--- src/hdl/base64_decoder_unit_macros.svh ---
// ----------------------------------------------------------------------------
// base64_decoder_unit_macros.svh
// Assertion macros shared by the base64 decoder modules.
// ----------------------------------------------------------------------------
`ifndef BASE64_DECODER_UNIT_MACROS_SVH
`define BASE64_DECODER_UNIT_MACROS_SVH

// Same-cycle implication, sampled on clk, off during rst.
`define B64D_ASSERT_NOW(label, ante, cons) \
  label: assert property (@(posedge clk) disable iff (rst) (ante) |-> (cons)) \
    else $error("b64d check failed");

// Next-cycle implication, sampled on clk, off during rst.
`define B64D_ASSERT_NEXT(label, ante, cons) \
  label: assert property (@(posedge clk) disable iff (rst) (ante) |=> (cons)) \
    else $error("b64d check failed");

`endif

--- src/hdl/b64d_pkg.sv ---
// ----------------------------------------------------------------------------
// b64d_pkg
// Types, character codes and decode functions of the base64 decoder.
// ----------------------------------------------------------------------------
package b64d_pkg;

  localparam logic [7:0] CHAR_PLUS  = 8'h2B;
  localparam logic [7:0] CHAR_SLASH = 8'h2F;
  localparam logic [7:0] CHAR_PAD   = 8'h3D;
  localparam logic [7:0] CHAR_UP_A  = 8'h41;
  localparam logic [7:0] CHAR_UP_Z  = 8'h5A;
  localparam logic [7:0] CHAR_LO_A  = 8'h61;
  localparam logic [7:0] CHAR_LO_Z  = 8'h7A;
  localparam logic [7:0] CHAR_ZERO  = 8'h30;
  localparam logic [7:0] CHAR_NINE  = 8'h39;

  localparam logic [5:0] SEXTET_PLUS  = 6'd62;
  localparam logic [5:0] SEXTET_SLASH = 6'd63;
  localparam logic [7:0] OFFSET_LO    = 8'd26;
  localparam logic [7:0] OFFSET_DIGIT = 8'd52;

  // Work item for the emit side: up to three bytes, how many, end of string.
  typedef struct packed {
    logic [7:0] b0;
    logic [7:0] b1;
    logic [7:0] b2;
    logic [1:0] cnt;
    logic       fin;
  } job_t;

  // Bit 6 flags a character outside the alphabet (pad included).
  function automatic logic [6:0] sextet_of(input logic [7:0] c);
    logic [7:0] d;
    d = 8'd0;
    if (c >= CHAR_UP_A && c <= CHAR_UP_Z) begin
      d = c - CHAR_UP_A;
      return {1'b0, d[5:0]};
    end else if (c >= CHAR_LO_A && c <= CHAR_LO_Z) begin
      d = c - CHAR_LO_A + OFFSET_LO;
      return {1'b0, d[5:0]};
    end else if (c >= CHAR_ZERO && c <= CHAR_NINE) begin
      d = c - CHAR_ZERO + OFFSET_DIGIT;
      return {1'b0, d[5:0]};
    end else if (c == CHAR_PLUS) begin
      return {1'b0, SEXTET_PLUS};
    end else if (c == CHAR_SLASH) begin
      return {1'b0, SEXTET_SLASH};
    end else if (c == CHAR_PAD) begin
      return {1'b1, 6'd0};
    end
    return {1'b1, 6'd0};
  endfunction

  function automatic logic [23:0] group_bytes(input logic [5:0] s0, input logic [5:0] s1,
                                              input logic [5:0] s2, input logic [5:0] s3);
    return {s0, s1[5:4], s1[3:0], s2[5:2], s2[1:0], s3};
  endfunction

endpackage

--- src/hdl/b64d_if.sv ---
// ----------------------------------------------------------------------------
// b64d_char_if / b64d_byte_if
// Valid/ready channels for characters in and decoded bytes out.
// ----------------------------------------------------------------------------
interface b64d_char_if;
  logic       valid;
  logic       ready;
  logic [7:0] char_in;
  logic       end_of_string;

  modport source (output valid, output char_in, output end_of_string, input ready);
  modport sink (input valid, input char_in, input end_of_string, output ready);
endinterface

interface b64d_byte_if;
  logic       valid;
  logic       ready;
  logic [7:0] data_byte;
  logic       has_byte;
  logic       last_of_run;
  logic       end_of_output;

  modport source (output valid, output data_byte, output has_byte, output last_of_run,
                  output end_of_output, input ready);
  modport sink (input valid, input data_byte, input has_byte, input last_of_run,
                input end_of_output, output ready);
endinterface

--- src/hdl/b64d_front.sv ---
// ----------------------------------------------------------------------------
// b64d_front
// Map characters to sextets, hold the open group and issue emit jobs.
// ----------------------------------------------------------------------------
module b64d_front (
  input  logic           clk,
  input  logic           rst,
  b64d_char_if.sink      chars,
  input  logic           q_full,
  output logic           push,
  output b64d_pkg::job_t push_job
);
  import b64d_pkg::*;

  logic [5:0] held [3];
  logic [5:0] held_next [3];
  logic [1:0] held_count;
  logic [1:0] held_count_next;
  logic       stopped;
  logic       stopped_next;
  logic [6:0] sv;
  logic [23:0] grp;
  logic       take;
  job_t       job;

  assign chars.ready = !q_full;
  assign take = chars.valid && chars.ready;

  always_comb begin
    held_next = held;
    held_count_next = held_count;
    stopped_next = stopped;
    job = '0;
    grp = '0;
    sv = sextet_of(chars.char_in);
    if (!stopped) begin
      if (sv[6]) begin
        stopped_next = 1'b1;
      end else if (held_count == 2'd3) begin
        grp = group_bytes(held[0], held[1], held[2], sv[5:0]);
        job.b0 = grp[23:16];
        job.b1 = grp[15:8];
        job.b2 = grp[7:0];
        job.cnt = 2'd3;
        held_count_next = 2'd0;
      end else begin
        held_next[held_count] = sv[5:0];
        held_count_next = held_count + 2'd1;
      end
    end
    if (chars.end_of_string) begin
      if (held_count_next >= 2'd2) begin
        grp = group_bytes(held_next[0], held_next[1], held_next[2], 6'd0);
        job.b0 = grp[23:16];
        job.b1 = grp[15:8];
        job.b2 = grp[7:0];
        job.cnt = held_count_next - 2'd1;
      end
      job.fin = 1'b1;
      held_count_next = 2'd0;
      stopped_next = 1'b0;
    end
  end

  assign push = take && (job.cnt != 2'd0 || job.fin);
  assign push_job = job;

  always_ff @(posedge clk) begin
    if (rst) begin
      held_count <= 2'd0;
      stopped <= 1'b0;
    end else if (take) begin
      held_count <= held_count_next;
      stopped <= stopped_next;
    end
  end

  always_ff @(posedge clk) begin
    if (take) begin
      held <= held_next;
    end
  end

endmodule

--- src/hdl/b64d_queue.sv ---
// ----------------------------------------------------------------------------
// b64d_queue
// Short job queue between the classify side and the emit side.
// ----------------------------------------------------------------------------
`include "base64_decoder_unit_macros.svh"

module b64d_queue #(
  parameter int Depth = 4
) (
  input  logic           clk,
  input  logic           rst,
  input  logic           push,
  input  b64d_pkg::job_t push_job,
  output logic           full,
  input  logic           pop,
  output logic           nonempty,
  output b64d_pkg::job_t head
);
  import b64d_pkg::*;

  localparam int PtrW = (Depth > 1) ? $clog2(Depth) : 1;
  localparam int CntW = $clog2(Depth + 1);
  localparam logic [PtrW-1:0] LastPtr = PtrW'(Depth - 1);
  localparam logic [CntW-1:0] FullCnt = CntW'(Depth);
  localparam logic [PtrW-1:0] PtrOne = PtrW'(1);
  localparam logic [CntW-1:0] CntOne = CntW'(1);

  job_t            mem [Depth];
  logic [PtrW-1:0] wr_ptr;
  logic [PtrW-1:0] rd_ptr;
  logic [CntW-1:0] count;
  logic            do_push;
  logic            do_pop;

  assign full = (count == FullCnt);
  assign nonempty = (count != '0);
  assign do_push = push && !full;
  assign do_pop = pop && nonempty;
  assign head = mem[rd_ptr];

  always_ff @(posedge clk) begin
    if (rst) begin
      wr_ptr <= '0;
      rd_ptr <= '0;
      count <= '0;
    end else begin
      if (do_push) begin
        wr_ptr <= (wr_ptr == LastPtr) ? '0 : wr_ptr + PtrOne;
      end
      if (do_pop) begin
        rd_ptr <= (rd_ptr == LastPtr) ? '0 : rd_ptr + PtrOne;
      end
      case ({do_push, do_pop})
        2'b10:   count <= count + CntOne;
        2'b01:   count <= count - CntOne;
        default: count <= count;
      endcase
    end
  end

  always_ff @(posedge clk) begin
    if (do_push) begin
      mem[wr_ptr] <= push_job;
    end
  end

  `B64D_ASSERT_NOW(a_no_overflow, push, !full)
  `B64D_ASSERT_NOW(a_count_range, 1'b1, count <= FullCnt)
  `B64D_ASSERT_NEXT(a_push_fills, do_push && !do_pop, nonempty)

endmodule

--- src/hdl/b64d_back.sv ---
// ----------------------------------------------------------------------------
// b64d_back
// Walk each job and present its results one transfer at a time.
// ----------------------------------------------------------------------------
`include "base64_decoder_unit_macros.svh"

module b64d_back (
  input  logic           clk,
  input  logic           rst,
  input  logic           nonempty,
  input  b64d_pkg::job_t head,
  output logic           pop,
  b64d_byte_if.source    bytes
);
  import b64d_pkg::*;

  job_t       cur;
  logic       busy;
  logic [1:0] idx;
  logic       last;
  logic       xfer;
  logic [7:0] sel;

  always_comb begin
    case (idx)
      2'd0:    sel = cur.b0;
      2'd1:    sel = cur.b1;
      default: sel = cur.b2;
    endcase
  end

  assign last = (cur.cnt == 2'd0) || (idx == cur.cnt - 2'd1);
  assign xfer = bytes.valid && bytes.ready;
  assign pop = nonempty && (!busy || (xfer && last));

  assign bytes.valid = busy;
  assign bytes.has_byte = (cur.cnt != 2'd0);
  assign bytes.data_byte = bytes.has_byte ? sel : 8'd0;
  assign bytes.last_of_run = last;
  assign bytes.end_of_output = last && cur.fin;

  always_ff @(posedge clk) begin
    if (rst) begin
      busy <= 1'b0;
      idx <= 2'd0;
    end else if (pop) begin
      busy <= 1'b1;
      idx <= 2'd0;
    end else if (xfer) begin
      if (last) begin
        busy <= 1'b0;
        idx <= 2'd0;
      end else begin
        idx <= idx + 2'd1;
      end
    end
  end

  always_ff @(posedge clk) begin
    if (pop) begin
      cur <= head;
    end
  end

  `B64D_ASSERT_NOW(a_empty_is_final, busy && !bytes.has_byte,
                   bytes.last_of_run && bytes.end_of_output)
  `B64D_ASSERT_NOW(a_end_on_last, bytes.valid && bytes.end_of_output, bytes.last_of_run)
  `B64D_ASSERT_NEXT(a_stall_holds, busy && !bytes.ready, busy && $stable(idx))

endmodule

--- src/hdl/base64_decoder_unit.sv ---
// ----------------------------------------------------------------------------
// base64_decoder_unit
// Streaming base64 decoder: characters in, decoded bytes out.
// ----------------------------------------------------------------------------
// Channels: chars carries one character and an end-of-string flag per
// transfer; bytes carries one result per transfer (data_byte, has_byte,
// last_of_run, end_of_output).
// Throughput: one character per cycle while the job queue has room. A
// complete group or a flush becomes one job that the emit side shows as
// one to three transfers, so four characters give at most three results.
// Path: the job is written to the queue at the edge that transfers the
// character; the emit register loads it from the queue head once the emit
// side is idle or passes its last result, and shows its results from there.
// Reset: rst clears the group count, the stop flag, the queue and the emit
// side; held sextets are written before they are read.
// Stall: when bytes.ready is low the current result holds, the queue
// fills, and chars.ready drops once QueueDepth jobs are waiting.
// ----------------------------------------------------------------------------
module base64_decoder_unit #(
  parameter int QueueDepth = 4
) (
  input logic         clk,
  input logic         rst,
  b64d_char_if.sink   chars,
  b64d_byte_if.source bytes
);
  import b64d_pkg::*;

  logic push;
  job_t push_job;
  logic q_full;
  logic pop;
  logic nonempty;
  job_t head;

  b64d_front u_front (
    .clk      (clk),
    .rst      (rst),
    .chars    (chars),
    .q_full   (q_full),
    .push     (push),
    .push_job (push_job)
  );

  b64d_queue #(
    .Depth (QueueDepth)
  ) u_queue (
    .clk      (clk),
    .rst      (rst),
    .push     (push),
    .push_job (push_job),
    .full     (q_full),
    .pop      (pop),
    .nonempty (nonempty),
    .head     (head)
  );

  b64d_back u_back (
    .clk      (clk),
    .rst      (rst),
    .nonempty (nonempty),
    .head     (head),
    .pop      (pop),
    .bytes    (bytes)
  );

endmodule
--- src/flat_wrapper.sv ---
// flat-port wrapper written by rule: the top's interface ports become plain ports
module base64_decoder_unit_flat import b64d_pkg::*;
#(
  parameter int QueueDepth = 4
)
  (clk, rst, chars_valid, chars_char_in, chars_end_of_string, chars_ready, bytes_valid, bytes_data_byte, bytes_has_byte, bytes_last_of_run, bytes_end_of_output, bytes_ready);
  b64d_char_if chars_i ();
  b64d_byte_if bytes_i ();
  input logic clk;
  input logic rst;
  input wire logic [$bits(chars_i.valid)-1:0] chars_valid;
  input wire logic [$bits(chars_i.char_in)-1:0] chars_char_in;
  input wire logic [$bits(chars_i.end_of_string)-1:0] chars_end_of_string;
  output wire logic [$bits(chars_i.ready)-1:0] chars_ready;
  output wire logic [$bits(bytes_i.valid)-1:0] bytes_valid;
  output wire logic [$bits(bytes_i.data_byte)-1:0] bytes_data_byte;
  output wire logic [$bits(bytes_i.has_byte)-1:0] bytes_has_byte;
  output wire logic [$bits(bytes_i.last_of_run)-1:0] bytes_last_of_run;
  output wire logic [$bits(bytes_i.end_of_output)-1:0] bytes_end_of_output;
  input wire logic [$bits(bytes_i.ready)-1:0] bytes_ready;
  assign chars_i.valid = chars_valid;
  assign chars_i.char_in = chars_char_in;
  assign chars_i.end_of_string = chars_end_of_string;
  assign chars_ready = chars_i.ready;
  assign bytes_valid = bytes_i.valid;
  assign bytes_data_byte = bytes_i.data_byte;
  assign bytes_has_byte = bytes_i.has_byte;
  assign bytes_last_of_run = bytes_i.last_of_run;
  assign bytes_end_of_output = bytes_i.end_of_output;
  assign bytes_i.ready = bytes_ready;
  base64_decoder_unit #(.QueueDepth(QueueDepth)) u_core (.clk(clk), .rst(rst), .chars(chars_i), .bytes(bytes_i));
endmodule
--- config.mk ---
export PLATFORM = sky130hd
export DESIGN_NAME = base64_decoder_unit_flat
export DESIGN_NICKNAME = d
export VERILOG_FILES = /design/src/hdl/b64d_pkg.sv /design/src/hdl/b64d_if.sv /design/src/hdl/b64d_front.sv /design/src/hdl/b64d_queue.sv /design/src/hdl/b64d_back.sv /design/src/hdl/base64_decoder_unit.sv /design/src/flat_wrapper.sv
export VERILOG_INCLUDE_DIRS = /design/src /design/src/hdl
export SDC_FILE = /design/constraint.sdc
export NUM_CORES = 1
export LEC_CHECK = 0
export ABC_AREA = 1
export BUFFER_PORTS_ARGS = -buffer_cell sky130_fd_sc_hd__buf_4
export CAP_MARGIN = 20
export CORE_MARGIN = 4
export CORE_UTILIZATION = 40
export DETAILED_ROUTE_END_ITERATION = 16
export PLACE_DENSITY = 0.66
export SYNTH_ARGS = -nofsm -noshare
export SYNTH_HDL_FRONTEND = slang
export SYNTH_SLANG_ARGS = --single-unit
--- constraint.sdc ---
create_clock -name clk -period 4.5 [get_ports clk]
set_clock_uncertainty 0.15 [all_clocks]
set_input_delay 0.675 -clock clk [delete_from_list [all_inputs] [get_ports clk]]
set_output_delay 0.675 -clock clk [all_outputs]
set_load 0.02 [all_outputs]
After elaboration in Yosys (flattened, before gate mapping)
Memory sizes are Yosys's and may differ from the RTL's. A register that Yosys moved wholly into a read port is not among the register bits. Index checks and enable logic that the tools add are counted.

Bitwise operators: 1. Multiplexer cells: 42. Equality and inequality tests: 11. $lt $le $gt $ge: 9. Reductions and logical operators: 27. $add $sub $neg: 13.

Operators by type and width (count): $mux W26 (4); $mux W18 (3); $mux W7 (7); $mux W27 (1); $eq A8 B6 Y1 const B (3); $bwmux W18 (1); $ge A8 B7 Y1 const B (2); $le A8 B7 Y1 const B (2); $pmux W8 S2 (1); $mux W1 (14); $mux W2 (7); $demux W6 S2 (1); $logic_and A1 B1 Y1 (12); $sub A6 B6 Y6 const B (2); $reduce_bool A2 Y1 (5); $add A2 B1 Y2 const B (4); $eq A2 B2 Y1 const B (4); $ge A8 B6 Y1 const B (1); $le A8 B6 Y1 const B (1); $mux W8 (1); $add A6 B5 Y6 const B (1); $add A6 B6 Y6 const B (1); $mux W6 (1); $pmux W3 S2 (1); 17 further kinds (23).

Output and inout bits: 13. Memories: 1. Input bits: 13. Word-level logic and storage cells: 114. Register bits after elaboration: 31. RAM bits: 108.

Memories: u_core.u_queue.mem (words 4, bits a word 27, read ports 1, clocked after Yosys merged registers in 1, wr ports 1, RTL line b64d_queue.sv:28) `job_t mem [Depth];`.

Depth between registers and ports, before layout
Depth in word-level cells: 20. Gate-level depth with buffers: 20.

Hierarchy
From an unflattened synthesis, not the netlist that was laid out.

Cells, all modules: 761. Area total of the unflattened synthesis: 7992.7 µm².

By module, submodules not included: b64d_queue (area each 4560.6 µm², sequential area each 3423.3 µm², cells each 332, instances 1); b64d_front (area each 2203.4 µm², sequential area each 600.6 µm², cells each 327, instances 1); b64d_back (area each 1228.7 µm², sequential area each 870.8 µm², cells each 102, instances 1).

Least setup slack after synthesis
No wires, ideal clock.

Kind: flip-flop to flip-flop. From: register u_core.u_back.cur[1] (netlist name). To: register u_core.u_queue.count[2]. Cell stages (with the launch flop): 15. Clock period less this slack: 4146 ps. Setup time: 122 ps. Path slack: 354 ps. Arrival: 3874 ps. Required time: 4228 ps. Cells stage by stage: edfxtp_1 inv_1 ha_1 clkbuf_1 inv_1 nand2_1 a21boi_0 nor2_1 ha_1 inv_1 fa_1 a21oi_1 o21ai_0 o21ai_0 a21oi_1.

Cells in the longest elaborated chain, start to end: 9. Elaborated cells on any way between the ends: 12. Those cells by class: add/sub: 1; eq/ne: 3; mux: 1; reduce/logical: 7.

Ends and longest elaborated chain: $sub A2 B1 Y2 (RTL line b64d_back.sv:32) `assign last = (cur.cnt == 2'd0) || (idx == cur.cnt - 2'd1);`; $eq A2 B2 Y1 (RTL line b64d_back.sv:32); $logic_or A1 B1 Y1 * (RTL line b64d_back.sv:32); named net bytes_last_of_run (RTL line flat_wrapper.sv:18) `output wire logic [$bits(bytes_i.last_of_run)-1:0] bytes_last_of_run;`; $logic_and A1 B1 Y1 * (RTL line b64d_back.sv:34) `assign pop = nonempty && (!busy || (xfer && last));`; $logic_or A1 B1 Y1 * (RTL line b64d_back.sv:34); $logic_and A1 B1 Y1 * (RTL line b64d_back.sv:34); named net u_core.pop (RTL line base64_decoder_unit.sv:32) `logic pop;`; $logic_and A1 B1 Y1 * (RTL line b64d_queue.sv:38) `assign do_pop = pop && nonempty;`; $eq A2 B1 Y1 / $eq A2 B2 Y1 (equally long branches) (RTL line b64d_queue.sv:53) `case ({do_push, do_pop})`; $pmux W3 S2 / $reduce_bool A2 Y1 (equally long branches); to (signal assigned) (RTL line b64d_queue.sv:54) `2'b10: count <= count + CntOne;`; to (signal assigned) (RTL line b64d_queue.sv:55) `2'b01: count <= count - CntOne;`; to (signal assigned) (RTL line b64d_queue.sv:56) `default: count <= count;`; to (decl) (RTL line b64d_queue.sv:31) `logic [CntW-1:0] count;`.

Mark *: on every way through the listed nets, which the timed path passes. The rest lies on a longest branch. A chain may end at the register's enable or synchronous reset.

Worst setup path after layout
From: input chars_char_in[0]. To: register u_core.u_queue.count[2].

Cells in the longest elaborated chain, start to end: 19. Elaborated cells on any way between the ends: 40. Those cells by class: add/sub: 1; order compare: 7; eq/ne: 5; mux: 19; reduce/logical: 8.

Ends and longest elaborated chain: from (decl) (RTL line flat_wrapper.sv:12) `input wire logic [$bits(chars_i.char_in)-1:0] chars_char_in;`; $eq A8 B6 Y1 (RTL line b64d_pkg.sv:48) `end else if (c == CHAR_PAD) begin`; $mux W1 (RTL line b64d_pkg.sv:48); $mux W1 (RTL line b64d_pkg.sv:46) `end else if (c == CHAR_SLASH) begin`; $mux W1 (RTL line b64d_pkg.sv:44) `end else if (c == CHAR_PLUS) begin`; $mux W1 (RTL line b64d_pkg.sv:41) `end else if (c >= CHAR_ZERO && c <= CHAR_NINE) begin`; $mux W1 (RTL line b64d_pkg.sv:38) `end else if (c >= CHAR_LO_A && c <= CHAR_LO_Z) begin`; $mux W1 (RTL line b64d_pkg.sv:35) `if (c >= CHAR_UP_A && c <= CHAR_UP_Z) begin`; $mux W7 * (RTL line b64d_pkg.sv:51) `return {1'b1, 6'd0};`; [3 not listed]; $mux W26 (RTL line b64d_front.sv:52) `if (held_count_next >= 2'd2) begin`; $mux W27 * (RTL line b64d_front.sv:51) `if (chars.end_of_string) begin`; $reduce_bool A2 Y1 * (RTL line b64d_front.sv:65) `assign push = take && (job.cnt != 2'd0 || job.fin);`; $logic_or A1 B1 Y1 * (RTL line b64d_front.sv:65); $logic_and A1 B1 Y1 * (RTL line b64d_front.sv:65); $logic_and A1 B1 Y1 * (RTL line b64d_queue.sv:37) `assign do_push = push && !full;`; $eq A2 B1 Y1 / $eq A2 B2 Y1 (equally long branches) (RTL line b64d_queue.sv:53); $pmux W3 S2 / $reduce_bool A2 Y1 (equally long branches).

Mark *: on every way between the ends. The rest lies on a longest branch, timed or not.

==> results.yml <==
placed_design:
  gp_congestion: 0.893
  io_buffer_count: 25
  hpwl_um: 10200
synth:
  syn_inst: 719
  yosysMostFrequentCell: "edfxtp_1"
  synth-edff-count: 153
  ys_seq_elements: 166
  synth_top_area_cell: "edfxtp_1"
  syn_nets: 755
  synth.area.top_cells: "edfxtp_1 60%, nand2_1 7.2%, o21ai_0 4.7%, nor2_1 4.2%, ha_1 3.6%"
  ys_async_sr_fraction: 0
  yosysSeqAreaShare: 0.637
  synth-main-ff-cell: "edfxtp_1"
  synth.distinct_cells: 36
  yosys-top-cells-count: "153 x edfxtp_1, 147 x nand2_1, 86 x nor2_1"
  yosysWarnings: 0
  avgSynthCellArea_um2: 10.6
  yosys.area.top_type_share: 0.603
  syn_area_mm2: 0.00762
sta:
  whs_ns: 0.325
  hold_viol: 0
  fmax_mhz: 300
  post-route-period-util: 0.741
  rsz0062_at_grt: "no"
  worst_slew_pin_slew_ns: 0.921
  setup_violations: 0
  maxSlewHeadroom: 0.385
  drv_slew: 0
  fin_crit_ns: 3.34
  finalSetupTns_ns: 0
global_route:
  gr-total-overflow: 0
  antenna_found_initial: 0
  grt_pass1_wl_um: 25500
  first_global_vias: 4884
  track_usage: 0.152
  grt_max_degree: 57
routing:
  drc: 0
  initialDrtViolationCount: 412
  wl_per_cell_um: 16.0
  ant_nets: 0
  vias: 5179
  routed_via_density: 5.24
  wl_um: 15800
  firstDrtPassIters: 5
pwr:
  p_per_area_mw_per_mm2: 573
  ir_worst_vdd_mv: 0.275
  p_leak_nw: 3.25
cts:
  post-cts-setup-buffers: 0
  cts_max_path_buffers: 2
  cts_resized: 0
  hold_buffers: 0
  clk_pin_slew_worst_paths_ns: 0.06
  cts_tree: "built"
  cts.sinks: 166
  htree_levels: 4
  cts_inserted_buffers: 17
  cts_root_buf: "clkbuf_16"
  clk_latency_ns: 0.42
layout:
  nets: 779
  final_layout_size_suffix_gt1_frac: 0.119
  diodes: 0
  area_growth_syn_to_layout_pct: 13.1
  n_fill_cell: 1683
critical_path:
  start_kind: "input pin"
  end_kind: "flop"
  crit_fanout: 8
  crit_type: "input pin to flop"
  critPathArrivalTime_ns: 3.50
  worst_ep_required_time_ns: 4.66
floorplanning:
  start_util: 0.407
  die_y_um: 146
  core.rowCount: 50
  ios: 26
  die_area_mm2: 0.0213
  core_area_mm2: 0.0187
  dieWidth_um: 146
hold_path:
  worstHoldPathType: "input pin to flop"
run_status:
  outcome: "complete, no violations"
job:
  cap_violations: 0
==> cells by family (layout without fill, tap and decap cells) <==
kind of cell	after synthesis	count (layout)	share of synthesized area
buffers and inverters	84	120	0.0474
xor gates and xnor gates	5	5	0.00574
adders and majority gates	23	23	0.0387
and+or+nand+nor	305	305	0.173
DFF	166	166	0.637
AOI/OAI and AO/OA	136	136	0.0978
==> area by class of cell <==
type | instances | area (um^2) | share of cell area
Timing Repair Buffer | 33 | 248 | 0.0287
Multi-Input combinational cell | 469 | 2420 | 0.281
Inverter | 56 | 214 | 0.0248
Clock inverter | 13 | 163 | 0.0189
Tap cell | 234 | 293 | 0.0340
Sequential cell | 166 | 4850 | 0.563
Clock buffer | 18 | 429 | 0.0498
==> worst paths after layout <==
| kind | startpoint | to | slack (ns) | cells past startpoint |
|---|---|---|---|---|
| max | chars_char_in[0] | u_core.u_queue.count[2]$_SDFFE_PP0P_ | 1.16 | 18 |
| min reg2reg | u_core.u_queue.count[2]$_SDFFE_PP0P_ | u_core.u_queue.count[2]$_SDFFE_PP0P_ | 0.34 | 2 |
| min | rst | u_core.u_front.stopped$_SDFFE_PP0P_ | 0.32 | 2 |
| max reg2reg | u_core.u_queue.count[0]$_SDFFE_PP0P_ | u_core.u_queue.count[2]$_SDFFE_PP0P_ | 1.58 | 12 |
==> stage by stage <==
step | setup slack, ns | utilization | instance area (um^2) | total power (W) | instances
floorplan | 0.354 | - | 7620 | 0.00307 | 719
global placement | 0.752 | 0.429 | 8030 | 0.00351 | 958
detailed placement | 0.764 | 0.429 | 8030 | 0.00353 | 958
CTS | 1.21 | 0.461 | 8620 | 0.00498 | 989
global route | 0.875 | 0.461 | 8620 | 0.00523 | 989
finish | 1.16 | 0.461 | 8620 | 0.00494 | 989
==> state kept, by name, indices dropped and copies added (netlist names) <==
name and flops:
u_core.u_back.bytes.valid 1, u_core.u_back.cur 27, u_core.u_back.idx 2, u_core.u_front.held 18
u_core.u_front.held_count 2, u_core.u_front.stopped 1, u_core.u_queue.count 3, u_core.u_queue.mem 108
u_core.u_queue.rd_ptr 2, u_core.u_queue.wr_ptr 2
==> layout by cell type, fill, tap and decap left out, drive strengths merged, types with 13 or more instances in the layout <==
cell    count
nand2     156
edfxtp    153
nor2       90
o21ai      80
inv        54
nand3      47
buf        33
o22ai      27
ha         22
clkbuf     18
a21oi      17
dfxtp      13
==> layer usage <==
layer  global-route usage  part of all wire
met5                    0                 0
met4               0.0522             0.017
met3               0.0338             0.048
met2                0.245              0.47
met1                0.205              0.46
==> power breakdown <==
part	internal [W]	switching (W)
clock network	0.000912	0.000546
logic	0.000424	0.000933
registers	0.00204	0.0000799
total	0.00338	0.00156
==> critical path, cell delays in order <==
cell	delay (ns)
buf_4	0.13
inv_1	0.14
ha_1	0.20
inv_1	0.06
nand2_1	0.07
nand4_1	0.24
nand3_2	0.20
nand3_4	0.14
nand3_1	0.14
nand2_1	0.13
nand2_1	0.22
ha_1	0.19
inv_1	0.07
fa_1	0.43
a21oi_1	0.14
o21ai_0	0.11
o21ai_0	0.16
a21oi_1	0.05
No activity file was read; power rests on OpenSTA's default activity.
